==> src/hw/rtl/kmer_suffix_bucketing_core_assert.svh <==
// Assertion macros shared by the k-mer suffix bucketing RTL.
// Depends on nothing; included by the modules that carry assertions.
`ifndef KMER_SUFFIX_BUCKETING_CORE_ASSERT_SVH
`define KMER_SUFFIX_BUCKETING_CORE_ASSERT_SVH

// Consequence must hold in the same cycle as the antecedent.
`define KSB_ASSERT_SAME(label, clk, rst, ante, cons, msg) \
  label: assert property (@(posedge clk) disable iff (rst) (ante) |-> (cons)) \
    else $error(msg);

// Consequence must hold in the cycle after the antecedent.
`define KSB_ASSERT_NEXT(label, clk, rst, ante, cons, msg) \
  label: assert property (@(posedge clk) disable iff (rst) (ante) |=> (cons)) \
    else $error(msg);

`endif

==> src/hw/rtl/ksb_pkg.sv <==
// Shared types, codes and constants of the k-mer suffix bucketing core.
// Depends on nothing; used by every module of the block except ksb_ram.
`default_nettype none

package ksb_pkg;

  // Default parameter values.
  localparam int KSB_ALPHABET_SIZE = 26;
  localparam int KSB_MAX_WINDOW    = 3;
  localparam int KSB_SLOT_DEPTH    = 65536;
  localparam int KSB_POSITION_BITS = 16;

  // Fixed constants.
  localparam logic [7:0]  LETTER_BASE    = 8'd65;
  localparam logic [16:0] LINK_NONE      = 17'h10000;
  localparam logic [16:0] COUNT_MAX      = 17'h1FFFF;
  localparam logic [1:0]  KMER_LEN_RESET = 2'd3;

  // Command codes of an input transaction.
  localparam logic [1:0] CMD_PUSH        = 2'd0;
  localparam logic [1:0] CMD_READ_BUCKET = 2'd1;
  localparam logic [1:0] CMD_READ_SLOT   = 2'd2;

  // Status codes of a result transaction.
  localparam logic [2:0] ST_INSERTED  = 3'd0;
  localparam logic [2:0] ST_NO_WINDOW = 3'd1;
  localparam logic [2:0] ST_BAD       = 3'd2;
  localparam logic [2:0] ST_FULL      = 3'd3;
  localparam logic [2:0] ST_READ_OK   = 3'd4;
  localparam logic [2:0] ST_RANGE     = 3'd5;

  typedef struct packed {
    logic [1:0]  cmd;
    logic [7:0]  symbol;
    logic        last_in_sequence;
    logic [15:0] read_index;
  } ksb_in_t;

  typedef struct packed {
    logic [2:0]  status;
    logic [14:0] bucket_number;
    logic [15:0] slot_number;
    logic [16:0] link_slot;
    logic [16:0] bucket_count;
    logic [15:0] sequence_number;
    logic [15:0] start_position;
  } ksb_out_t;

  // What an accepted transaction turns out to be.
  typedef enum logic [2:0] {
    KIND_BAD,
    KIND_NO_WINDOW,
    KIND_WINDOW,
    KIND_READ_BUCKET,
    KIND_READ_SLOT,
    KIND_NOP
  } ksb_kind_t;

  // Commands from the controller to the datapath.
  typedef struct packed {
    logic clear_wr;
    logic accept;
    logic finish;
  } ksb_cmd_t;

  // Status from the datapath to the controller.
  typedef struct packed {
    logic clear_last;
    logic out_free;
  } ksb_stat_t;

  // Integer power, evaluated at elaboration.
  function automatic int ksb_pow(input int base, input int expo);
    int p;
    p = 1;
    for (int i = 0; i < expo; i++) begin
      p = p * base;
    end
    return p;
  endfunction

endpackage

`default_nettype wire

==> src/hw/rtl/ksb_ctrl.sv <==
// Controller state machine: table clear, accept and finish sequencing.
// Depends on ksb_pkg and the assertion macro header.
`default_nettype none
`include "kmer_suffix_bucketing_core_assert.svh"

module ksb_ctrl (
  input  logic               clk,
  input  logic               rst,
  input  logic               in_valid,
  output logic               in_ready,
  input  ksb_pkg::ksb_stat_t stat,
  output ksb_pkg::ksb_cmd_t  cmd
);

  import ksb_pkg::*;

  typedef enum logic [2:0] {
    S_CLEAR  = 3'b001,
    S_IDLE   = 3'b010,
    S_FINISH = 3'b100
  } ksb_state_t;

  ksb_state_t state;
  ksb_state_t state_next;

  // Next state and commands.
  always_comb begin
    state_next = state;
    cmd        = '0;
    in_ready   = 1'b0;
    unique case (state)
      S_CLEAR: begin
        cmd.clear_wr = 1'b1;
        if (stat.clear_last) begin
          state_next = S_IDLE;
        end
      end
      S_IDLE: begin
        in_ready = 1'b1;
        if (in_valid) begin
          cmd.accept = 1'b1;
          state_next = S_FINISH;
        end
      end
      S_FINISH: begin
        if (stat.out_free) begin
          cmd.finish = 1'b1;
          state_next = S_IDLE;
        end
      end
      default: begin
        state_next = S_CLEAR;
      end
    endcase
  end

  // State register; reset starts the bucket table clear.
  always_ff @(posedge clk) begin
    if (rst) begin
      state <= S_CLEAR;
    end else begin
      state <= state_next;
    end
  end

  `KSB_ASSERT_NEXT(a_accept_to_finish, clk, rst, cmd.accept, state == S_FINISH, "accept did not lead to finish")
  `KSB_ASSERT_NEXT(a_finish_holds, clk, rst, (state == S_FINISH) && !stat.out_free, state == S_FINISH, "finish left while output blocked")
  `KSB_ASSERT_NEXT(a_clear_runs, clk, rst, (state == S_CLEAR) && !stat.clear_last, !in_ready, "input accepted before clear ended")

endmodule

`default_nettype wire

==> config.mk <==
export PLATFORM = sky130hd
export DESIGN_NAME = ksb_ctrl
export DESIGN_NICKNAME = d
export VERILOG_FILES = /design/src/hw/rtl/ksb_pkg.sv /design/src/hw/rtl/ksb_ctrl.sv
export VERILOG_INCLUDE_DIRS = /design/src /design/src/hw/rtl
export SDC_FILE = /design/constraint.sdc
export NUM_CORES = 1
export LEC_CHECK = 0
export CAP_MARGIN = 20
export CELL_PAD_IN_SITES_DETAIL_PLACEMENT = 0
export CELL_PAD_IN_SITES_GLOBAL_PLACEMENT = 1
export CORE_AREA = 5 5 42 44
export CTS_CLUSTER_SIZE = 14
export DETAILED_ROUTE_END_ITERATION = 12
export DIE_AREA = 0 0 47 49
export DONT_BUFFER_PORTS = 1
export MAX_ROUTING_LAYER = met4
export PLACE_DENSITY = 0.37
export SYNTH_ARGS = -nofsm -noshare
export SYNTH_HDL_FRONTEND = slang
export SYNTH_SLANG_ARGS = --single-unit
==> constraint.sdc <==
create_clock -name clk -period 3.4 [get_ports clk]
set_input_delay 0.85 -clock clk [delete_from_list [all_inputs] [get_ports clk]]
set_output_delay 0.85 -clock clk [all_outputs]
set_load 0.05 [all_outputs]
==> results of run 1 <==
-- area by class of cell --
class                           count  area [um^2]
Tap cell                           16        20.02
Clock buffer                        4        26.28
Fill cell                         163         1159
Inverter                            3        11.26
Multi-Input combinational cell     13        117.6
Sequential cell                     3        60.06
Timing Repair Buffer                1        7.507
-- metal layers --
layer,vias to the layer above,GRT usage [%],share of wire (%)
met4,0,2.765,0
met3,0,6.642,13
met5,-,-,0
li1,85,-,-
met1,72,5.263,41
met2,10,6.109,46
-- cells by family (layout without fill, tap and decap cells) --
kind of cell | count (synthesis) | after routing
compound gates | 4 | 4
xor+xnor | 1 | 1
buf+inv | 4 | 8
flops | 3 | 3
simple gates | 8 | 8
-- worst paths after layout --
| check | to | slack, ns | cells past startpoint | from |
|---|---|---|---|---|
| setup / recovery | cmd[1] | 0.99 | 3 | state[1]$_SDFFE_PP0P_ |
| hold reg to reg | state[2]$_SDFFE_PP0P_ | 0.59 | 1 | state[0]$_SDFFE_PP1P_ |
| hold / removal | state[2]$_SDFFE_PP0P_ | 0.59 | 1 | state[0]$_SDFFE_PP1P_ |
| setup reg to reg | state[1]$_SDFFE_PP0P_ | 2.13 | 2 | state[0]$_SDFFE_PP1P_ |
-- where the power goes --
part           switching (mW)  leakage [nW]  internal, mW
Combinational          0.0318        0.0496        0.0181
Sequential             0.0117        0.0247        0.0413
Clock                  0.0185        0.0150        0.0440
Total                  0.0621        0.0893         0.103
-- cell usage in the layout, fill, tap and decap left out --
| master | n |
|---|---|
| a211oi_1 | 1 |
| a311oi_1 | 1 |
| a2111o_1 | 1 |
| or4b_1 | 1 |
| o21a_1 | 1 |
| nor4b_1 | 1 |
| xnor2_1 | 1 |
| nand3b_1 | 1 |
| buf_4 | 1 |
| or3b_1 | 2 |
| and2_1 | 1 |
| nand4bb_1 | 1 |
| inv_1 | 3 |
| dfxtp_1 | 3 |
| nor3b_2 | 1 |
| clkbuf_4 | 3 |
| clkbuf_1 | 1 |
-- stage by stage --
| step | cells | area, um^2 | utilization, % | hold slack [ns] |
|---|---|---|---|---|
| floorplan | 20 | 195.2 | - | 0.5038 |
| global placement | 36 | 216.5 | 15.45 | 0.5845 |
| detailed placement | 36 | 216.5 | 15.45 | 0.5838 |
| CTS | 40 | 242.7 | 17.32 | 0.5906 |
| global route | 40 | 242.7 | 17.32 | 0.6363 |
| finish | 40 | 242.7 | 17.32 | 0.5913 |
-- worst max-delay path: cells and delay by family (launching register included) --
family        cells  cell delay [ns]
buf+inv           1             0.22
simple gates      2             0.66
flops             1             0.44
==> summary.md, run 1 <==
| Metric | Value |
|---|---|
| Vias in the first global route | 174 |
| Worst Path Required | 2.55 ns |
| Buffers on Ports | 0 |
| Cells after Synth | 20 |
| Endpoints failing setup | 0 |
| Initial antenna violation count | 0 |
| GP Congestion | 0.6257 |
| Maximum vdd drop | 0.0001829 V |
| Initial DRC Count | 3 |
| Number of buffers created by CTS | 3 |
| Clk sinks | 3 |
| Multiplexer share of the synthesized area | 0% |
| Slew @ Worst Pin | 0.4913 ns |
| CTS Hold Bufs | 0 |
| Drt via density | 4.175 |
| Leak | 0.08926 nW |
| Synth area leader | dfxtp_1 |
| Overflow after GRT | 0 |
| CTS clk-pin slew, worst paths | 0.04 ns |
| Commonest cells in the netlist | 3 x dfxtp_1, 3 x inv_1, 2 x or3b_1 |
| Total number of H-tree levels | 1 |
| Global-route wire length before repair | 772 um |
| Post-synth EDFFs | 0 |
| Netlist cell types | 15 |
| Setup WS pre-CTS | 1.220 ns |
| Synth Area in XOR/XNOR | 4.487% |
| Root Driver | clkbuf_4 |
| Routed vias | 167 |
| Synth area leaders | dfxtp_1 31%, or3b_1 9.0%, a2111o_1 5.8%, buf_6 5.8%, inv_1 5.8% |
| Largest register FFs | 3 |
| HP Class | flop to flop |
| CP Launch Type | flop |
| Antenna Cells | 0 |
| Kind of critical path | flop to primary output |
| Largest family of logic cells by synthesized area | simple AND/OR/NAND/NOR gates |
| Rows | 14 |
| Top cell type's share of synthesized area | 30.77% |
| Post-synthesis adder-cell area fraction | 0% |
| Final WL | 444 um |
| Worst path slowest cell | and2_1 |
| Worst-Skew Late Latency | 0.23 ns |
| Total Power | 165.4 uW |
| DRT Pass-1 Iters | 3 |
| Worst Path Arrival | 1.56 ns |
| Core ar. | 0.001401 mm^2 |
| YS warnings | 0 |
| Fin Clk Skew | 0.004186 ns |
| Power Density | 681.3 mW/mm^2 |
| Drc violations | 0 |
| Area Growth Syn to Fin | 24.36% |
| Post-synthesis compound-gate area fraction | 17.95% |
| Post-route ant nets | 0 |
| Crit-path cells | nor3b_2 > buf_4 > and2_1 |
| Final Hold Fails | 0 |
| Unrepaired setup endpoints after global routing | false |
| Achievable Freq | 415.1 MHz |
| Final worst-path cycle share | 70.86% |
| Asr flop ratio synth | 0% |
| Largest regs | state (3) |
| Simple-Gate Fraction of Synth Area | 35.26% |
| Initial Util | 13.93% |
| DR WL/cell | 11.10 um |
| Top FF cell, synth | dfxtp_1 |
| Synthesized flop and latch total | 3 |
| Relative slew slack | 67.47% |
| Final Max Tran Viols | 0 |
| Status | completed |
| DIE WIDTH | 47 um |
| Post-Syn Area per Cell | 9.759 um^2 |
| Fin Setup TNS | 0 ns |
| Cts repair resizes | 0 |
| Nets | 30 |
| Die height | 49 um |
| Seq/Total Area, Yosys | 30.77% |
| Synthesized Nets | 25 |
| Largest Register | state |
| Largest net degree at the start of global routing | 10 |
| Full die area | 0.002303 mm^2 |
| Tot GR Track Use | 5.411% |
| CP max stage delay | 0.46 ns |
| CTS tree | built |
| Setup Fix Bufs, Post-CTS | 0 |
| Post-layout min period | 2.409 ns |
| Layout cells sized above 1 | 20.83% |
| Worst setup margin | 0.9908 ns |
| Max Cap Viol | 0 |
| Post-Syn Area | 195.2 um^2 |
| CTS max path bufs | 2 |
| Worst setup EP type | primary output |
| # IOs | 9 |
| CP Max Fanout | 9 |
(Power assumes the default switching activity.)
==> run 2, diff against run 1 <==
--- a/config.mk
+++ b/config.mk
@@ -6,6 +6,7 @@
 export SDC_FILE = /design/constraint.sdc
 export NUM_CORES = 1
 export LEC_CHECK = 0
+export ABC_AREA = 1
 export CAP_MARGIN = 20
 export CELL_PAD_IN_SITES_DETAIL_PLACEMENT = 0
 export CELL_PAD_IN_SITES_GLOBAL_PLACEMENT = 1
@@ -15,7 +16,7 @@
 export DIE_AREA = 0 0 47 49
 export DONT_BUFFER_PORTS = 1
 export MAX_ROUTING_LAYER = met4
-export PLACE_DENSITY = 0.37
+export PLACE_DENSITY = 0.4
 export SYNTH_ARGS = -nofsm -noshare
 export SYNTH_HDL_FRONTEND = slang
 export SYNTH_SLANG_ARGS = --single-unit
==> constraint.sdc (replaced) <==
create_clock -name clk -period 2.15 [get_ports clk]
set_input_delay 0.5375 -clock clk [delete_from_list [all_inputs] [get_ports clk]]
set_output_delay 0.5375 -clock clk [all_outputs]
set_load 0.05 [all_outputs]
==> run 2 against run 1 <==
- sequential share of layout area decreased by 2.8 points
- total power increased by 60%
- area after synthesis decreased by 4.5%
- worst hold slack got worse by 0.23 ns
- non-clock buffer count increased by 2
- flip-flop and latch count unchanged
- largest cell class unchanged
- final area increased by 13%
- first-iteration DRC count decreased by 33%
- sequential power increased by 47%
- cell count increased by 35%
==> summary.md, run 2 <==
| Metric | Value |
|---|---|
| Status | completed |
| Commonest cells in the netlist | 9 x nand2_1, 6 x inv_1, 3 x dfxtp_1, 3 x nand3_1, 3 x nor2_1 |
| DIE WIDTH | 47 um (unchanged) |
| Cell area after layout | 274.0 um^2 (+13%) |
| Cts repair resizes | 0 (unchanged) |
| Achievable Freq | 563.8 MHz |
| Area post-placement | 247.7 um^2 (+14%) |
| Asr flop ratio synth | 0% (unchanged) |
| Synth area leaders | dfxtp_1 32%, nand2_1 18%, inv_1 12%, nand3_1 8.1%, nor2_1 6.0% |
| Synthesized flop and latch total | 3 (unchanged) |
| Most common cell in the netlist | nand2_1 |
| Final WL | 462 um (+4.1%) |
| CTS clk-pin slew, worst paths | 0.04 ns (about the same) |
| Buffers on Ports | 0 (unchanged) |
| Post-synth EDFFs | 0 (unchanged) |
| Detail Placement HPWL | 404.9 um |
| Die height | 49 um (unchanged) |
| # IOs | 9 (unchanged) |
| Fin Clk Skew | 0.004685 ns (+0.0004986 ns) |
| Unrepaired setup endpoints after global routing | false |
| Slew @ Worst Pin | 0.5890 ns (+0.09769 ns) |
| Top FF cell, synth | dfxtp_1 |
| DRT Pass-1 Iters | 2 (-1) |
| Largest regs | state (3) |
| Worst-Skew Late Latency | 0.23 ns (about the same) |
| Antenna Cells | 0 (unchanged) |
| Worst Path Required | 1.61 ns (-0.94 ns) |
| Setup Fix Bufs, Post-CTS | 0 (unchanged) |
| CTS max path bufs | 2 (unchanged) |
| Synth Area in XOR/XNOR | 0% (-4.5 points) |
| Post-synthesis compound-gate area fraction | 7.383% (-11 points) |
| Core ar. | 0.001401 mm^2 (unchanged) |
| Final Max Tran Viols | 0 (unchanged) |
| Synthesized Nets | 36 (+44%) |
| Register area | 60.06 um^2 (unchanged) |
| Most common cell after layout, fill and taps aside | nand2_1 |
| Largest Register | state |
| Area Growth Syn to Fin | 46.98% |
| Multiplexer share of the synthesized area | 0% (unchanged) |
| Final Hold Fails | 0 (unchanged) |
| Drc violations | 0 (unchanged) |
| Post-Syn Area | 186.4 um^2 (-4.5%) |
| Post-layout min period | 1.774 ns |
| Worst setup EP type | primary output |
| Simple-Gate Fraction of Synth Area | 44.30% (+9.0 points) |
| Leak | 0.1382 nW (+55%) |
| Global-route wire length before repair | 800 um (+3.6%) |
| Post-route ant nets | 0 (unchanged) |
| Fin Setup TNS | 0 ns (unchanged) |
| Commonest non-fill, non-tap cells in the layout | 9 x nand2_1, 6 x inv_1 |
| Drt via density | 3.704 (-11%) |
| Max Cap Viol | 0 (unchanged) |
| Post-synthesis adder-cell area fraction | 0% (unchanged) |
| CTS Hold Bufs | 0 (unchanged) |
| Power Density | 966.2 mW/mm^2 (+42%) |
| Endpoints failing setup | 0 (unchanged) |
| Worst Path Arrival | 1.24 ns (-0.32 ns) |
| Largest family of logic cells by synthesized area | simple AND/OR/NAND/NOR gates |
| Final worst-path cycle share | 82.50% |
| Multi-input logic area | 102.6 um^2 (-13%) |
| Min Hold Slack | 0.3591 ns (-0.2323 ns) |
| Maximum vdd drop | 0.0002541 V (+39%) |
| Util after Layout | 19.55% (+2.2 points) |
| CP Launch Type | flop |
| Cells after Synth | 31 (+55%) |
| Largest net degree at the start of global routing | 7 (-3) |
| Total number of H-tree levels | 1 (unchanged) |
| Largest register FFs | 3 (unchanged) |
| Fill cells | 170 (+4.3%) |
| Vias in the first global route | 209 (+20%) |
| Tot GR Track Use | 5.199% (-0.21 points) |
| Post-Syn Area per Cell | 6.014 um^2 (-38%) |
| Initial antenna violation count | 0 (unchanged) |
| Seq/Total Area, Yosys | 32.21% (+1.4 points) |
| GP Congestion | 0.7446 (+19%) |
| Number of buffers created by CTS | 3 (unchanged) |
| Full die area | 0.002303 mm^2 (unchanged) |
| Nets | 44 (+47%) |
| Overflow after GRT | 0 (unchanged) |
| Synth area leader | dfxtp_1 |
| Relative slew slack | 60.69% (-6.8 points) |
| Root Driver | clkbuf_4 |
| DR WL/cell | 8.556 um (-23%) |
| Kind of critical path | flop to primary output |
| YS warnings | 0 (unchanged) |
| Netlist cell types | 11 (-4) |
| Clk sinks | 3 (unchanged) |
| Layout cells sized above 1 | 31.58% (+11 points) |
| Routed vias | 200 (+20%) |
| CTS tree | built |
| HP Class | primary input to flop |
| Initial Util | 13.30% (-0.62 points) |
| Rows | 14 (unchanged) |
| Top cell type's share of synthesized area | 32.21% (+1.4 points) |
| Initial DRC Count | 2 (-1) |
| CP Max Fanout | 5 (-4) |
[run 2: changes by cell type after synthesis, moves of 2 or more]
cell / previous run / this run
inv_2: 0 / 2
nor2_1: 0 / 3
nand3_1: 0 / 3
inv_1: 3 / 6
nand2_1: 0 / 9
or3b_1: 2 / 0
[run 2: stage by stage]
stage	setup WS (ns)	power (mW)	std cells
after floorplan	-0.01540	0.1516	31
after global placement	0.6248	0.1698	50
after detailed placement	0.6174	0.1689	50
after CTS	0.3624	0.2710	54
after global routing	0.3008	0.2870	54
final	0.3762	0.2648	54
[run 2: cells by family after synthesis]
group	after synthesis
compound gates	2
buf+inv	8
simple gates	18
flops	3
[run 2: cell type report]
type                    count  area share (%)
clock buffers               4           9.589
inverters                   8           10.96
multi-input cells          20           37.44
flip-flops and latches      3           21.92
well taps                  16           7.306
repair buffers              3           12.79
[run 2: final timing paths]
check                        startpoint                     to  slack, ns  depth (start not counted)
hold / removal                      rst  state[2]$_SDFFE_PP0P_       0.36                          1
setup reg to reg  state[0]$_SDFFE_PP1P_  state[1]$_SDFFE_PP0P_       0.76                          5
setup / recovery  state[2]$_SDFFE_PP0P_                 cmd[0]       0.38                          3
hold reg to reg   state[2]$_SDFFE_PP0P_  state[2]$_SDFFE_PP0P_       0.61                          2
[run 2: metal layers]
metal	GRT usage, %	part of all wire (%)	routed length [um]
met5	-	0	0
met4	6.912	2.2	10
met3	1.476	6.9	32
met2	6.787	47	216
met1	5.055	44	202
[run 2: critical path, stage by stage, from the launching register on]
cell,delay [ns]
dfxtp_1,0.42
inv_1,0.11
nor4_2,0.23
buf_4,0.24
[run 2: report_power, final]
part / switching (mW) / leakage, nW / internal (mW) / total (mW)
registers: 0.0129 / 0.0247 / 0.0649 / 0.0778
clock network: 0.0287 / 0.0150 / 0.0695 / 0.0982
logic: 0.0655 / 0.0985 / 0.0232 / 0.0887
==> run 3, diff against run 2 <==
--- a/config.mk
+++ b/config.mk
@@ -6,7 +6,7 @@
 export SDC_FILE = /design/constraint.sdc
 export NUM_CORES = 1
 export LEC_CHECK = 0
-export ABC_AREA = 1
+export ABC_AREA = 0
 export CAP_MARGIN = 20
 export CELL_PAD_IN_SITES_DETAIL_PLACEMENT = 0
 export CELL_PAD_IN_SITES_GLOBAL_PLACEMENT = 1
@@ -16,7 +16,7 @@
 export DIE_AREA = 0 0 47 49
 export DONT_BUFFER_PORTS = 1
 export MAX_ROUTING_LAYER = met4
-export PLACE_DENSITY = 0.4
+export PLACE_DENSITY = 0.37
 export SYNTH_ARGS = -nofsm -noshare
 export SYNTH_HDL_FRONTEND = slang
 export SYNTH_SLANG_ARGS = --single-unit
==> constraint.sdc (replaced) <==
create_clock -name clk -period 1.7 [get_ports clk]
set_input_delay 0.425 -clock clk [delete_from_list [all_inputs] [get_ports clk]]
set_output_delay 0.425 -clock clk [all_outputs]
set_load 0.05 [all_outputs]
==> run 3 against run 2 <==
- via count fell by 9.0%
- sequential power up 47%
- die area did not move
- wire length grew 3.9%
- first-iteration DRC count rose to 2.5 times the previous value
- clock skew down 0.0037 ns
- setup slack worse by 0.33 ns
- flip-flop and latch count unchanged
- largest cell class unchanged
==> summary.md, run 3 (synthesis gave the netlist of run 1 again) <==
| Metric | Value |
|---|---|
| Number of buffers created by CTS | 3 (unchanged) |
| DIE WIDTH | 47 um (unchanged) |
| Rows | 14 (unchanged) |
| Worst Path Required | 1.27 ns (-0.34 ns) |
| DRT Pass-1 Iters | 2 (unchanged) |
| Unrepaired setup endpoints after global routing | false |
| Detail Placement HPWL | 354.4 um (-12%) |
| Overflow after GRT | 0 (unchanged) |
| Leak | 0.1060 nW (-23%) |
| Largest regs | state (3) |
| Initial DRC Count | 5 (+3) |
| Largest net degree at the start of global routing | 10 (+3) |
| Antenna Cells | 0 (unchanged) |
| Largest Register | state |
| Post-layout min period | 1.658 ns |
| Achievable Freq | 603.0 MHz |
| CTS max path bufs | 2 (unchanged) |
| Final WL | 480 um (+3.9%) |
| Full die area | 0.002303 mm^2 (unchanged) |
| Fin Setup TNS | 0 ns (unchanged) |
| # IOs | 9 (unchanged) |
| Vias in the first global route | 192 (-8.1%) |
| GP Congestion | 0.6422 (-14%) |
| Die height | 49 um (unchanged) |
| DR WL/cell | 11.43 um (+34%) |
| Tot GR Track Use | 5.415% (+0.22 points) |
| Fin Clk Skew | 0.001011 ns (-0.003674 ns) |
| Relative slew slack | 72.20% (+12 points) |
| Worst Path Arrival | 1.23 ns (about the same) |
| Global-route wire length before repair | 765 um (-4.4%) |
| Drt via density | 4.333 (+17%) |
| Crit-path cells | or3b_1 > inv_2 > buf_12 |
| Worst setup EP type | primary output |
| CP Max Fanout | 8 (+3) |
| Nets | 32 (-27%) |
| Largest register FFs | 3 (unchanged) |
| Final Max Tran Viols | 0 (unchanged) |
| Total Power | 383.7 uW (+45%) |
| CP Launch Type | flop |
| CTS clk-pin slew, worst paths | 0.04 ns (about the same) |
| Kind of critical path | flop to primary output |
| Commonest non-fill, non-tap cells in the layout | 3 x clkbuf_4, 2 x or3b_1, 2 x inv_1, 2 x buf_4, 2 x dfxtp_2 |
| Routed vias | 182 (-9.0%) |
| Endpoints failing setup | 0 (unchanged) |
| Initial Util | 13.93% (+0.62 points) |
| Clk sinks | 3 (unchanged) |
| Most common cell after layout, fill and taps aside | clkbuf_4 |
| Initial antenna violation count | 0 (unchanged) |
| Slew @ Worst Pin | 0.4112 ns (-0.1778 ns) |
| Fill cells | 173 (+1.8%) |
| Buffers on Ports | 0 (unchanged) |
| Maximum vdd drop | 0.0002946 V (+16%) |
| Layout cells sized above 1 | 46.15% (+15 points) |
| Final Hold Fails | 0 (unchanged) |
| CP max stage delay | 0.39 ns (-0.03 ns) |
| Final worst-path cycle share | 97.56% |
| CP Buf/Inv Count | 2 (unchanged) |
| Power Density | 1345 mW/mm^2 (+39%) |
| Post-route ant nets | 0 (unchanged) |
| Worst path slowest cell | dfxtp_4 |
| Drc violations | 0 (unchanged) |
| Area Growth Syn to Fin | 46.15% |
| Root Driver | clkbuf_4 |
| Worst-Skew Late Latency | 0.23 ns (about the same) |
| HP Class | primary input to flop |
| CTS tree | built |
| Core ar. | 0.001401 mm^2 (unchanged) |
| Total number of H-tree levels | 1 (unchanged) |
| Max Cap Viol | 0 (unchanged) |
| Status | completed |
| Top delay family on crit path | flip-flops |
run 3: layout make-up:
type | count | area (um^2) | share of cell area, %
multi-input combinational | 13 | 126.4 | 44.30
sequential | 3 | 66.31 | 23.25
timing repair buffer | 3 | 35.03 | 12.28
clock buffer | 4 | 26.28 | 9.211
tap | 16 | 20.02 | 7.018
inverter | 3 | 11.26 | 3.947
run 3: what timing repair did:
item                                    in CTS  in global routing
resized for setup                            3                  1
cloned                                       0                  0
hold buffers                                 0                  0
setup buffers                                0                  0
endpoints found under the setup margin       1                  1
endpoints found under the hold margin        0                  0
run 3: per-layer routing:
| layer | vias up | global-route usage, % | share of wire [%] |
|---|---|---|---|
| li1 | 88 | - | - |
| met1 | 85 | 6.154 | 50 |
| met2 | 7 | 4.977 | 41 |
| met3 | 2 | 1.476 | 4.0 |
| met4 | 0 | 9.677 | 4.2 |
| met5 | - | - | 0 |
run 3: report_power, final:
part / switching (mW) / total (mW) / internal, mW / leakage [nW]
logic: 0.0708 / 0.144 / 0.0730 / 0.0654
clock network: 0.0383 / 0.126 / 0.0881 / 0.0150
registers: 0.0268 / 0.114 / 0.0867 / 0.0256
total: 0.136 / 0.384 / 0.248 / 0.106
run 3: path summary, 6_finish.rpt:
kind                                end             startpoint  slack [ns]  cells after the start
setup / recovery                 cmd[2]  state[0]$_SDFFE_PP1P_        0.04                      3
hold / removal    state[1]$_SDFFE_PP0P_                    rst        0.25                      1
setup reg to reg  state[1]$_SDFFE_PP0P_  state[0]$_SDFFE_PP1P_        0.47                      2
hold reg to reg   state[2]$_SDFFE_PP0P_  state[0]$_SDFFE_PP1P_        0.50                      1
run 3: stage by stage:
stage	instance area (um^2)	std cells	setup slack [ns]	hold WS, ns	util, %
2_1_floorplan	210.2	20	0.009831	0.4897	-
4_1_cts	285.3	42	0.01343	0.2411	20.36
3_3_place_gp	254.0	38	0.1187	0.5013	18.13
5_1_grt	285.3	42	0.002527	0.2364	20.36
3_5_place_dp	254.0	38	0.1516	0.4936	18.13
6_report	285.3	42	0.04155	0.2525	20.36
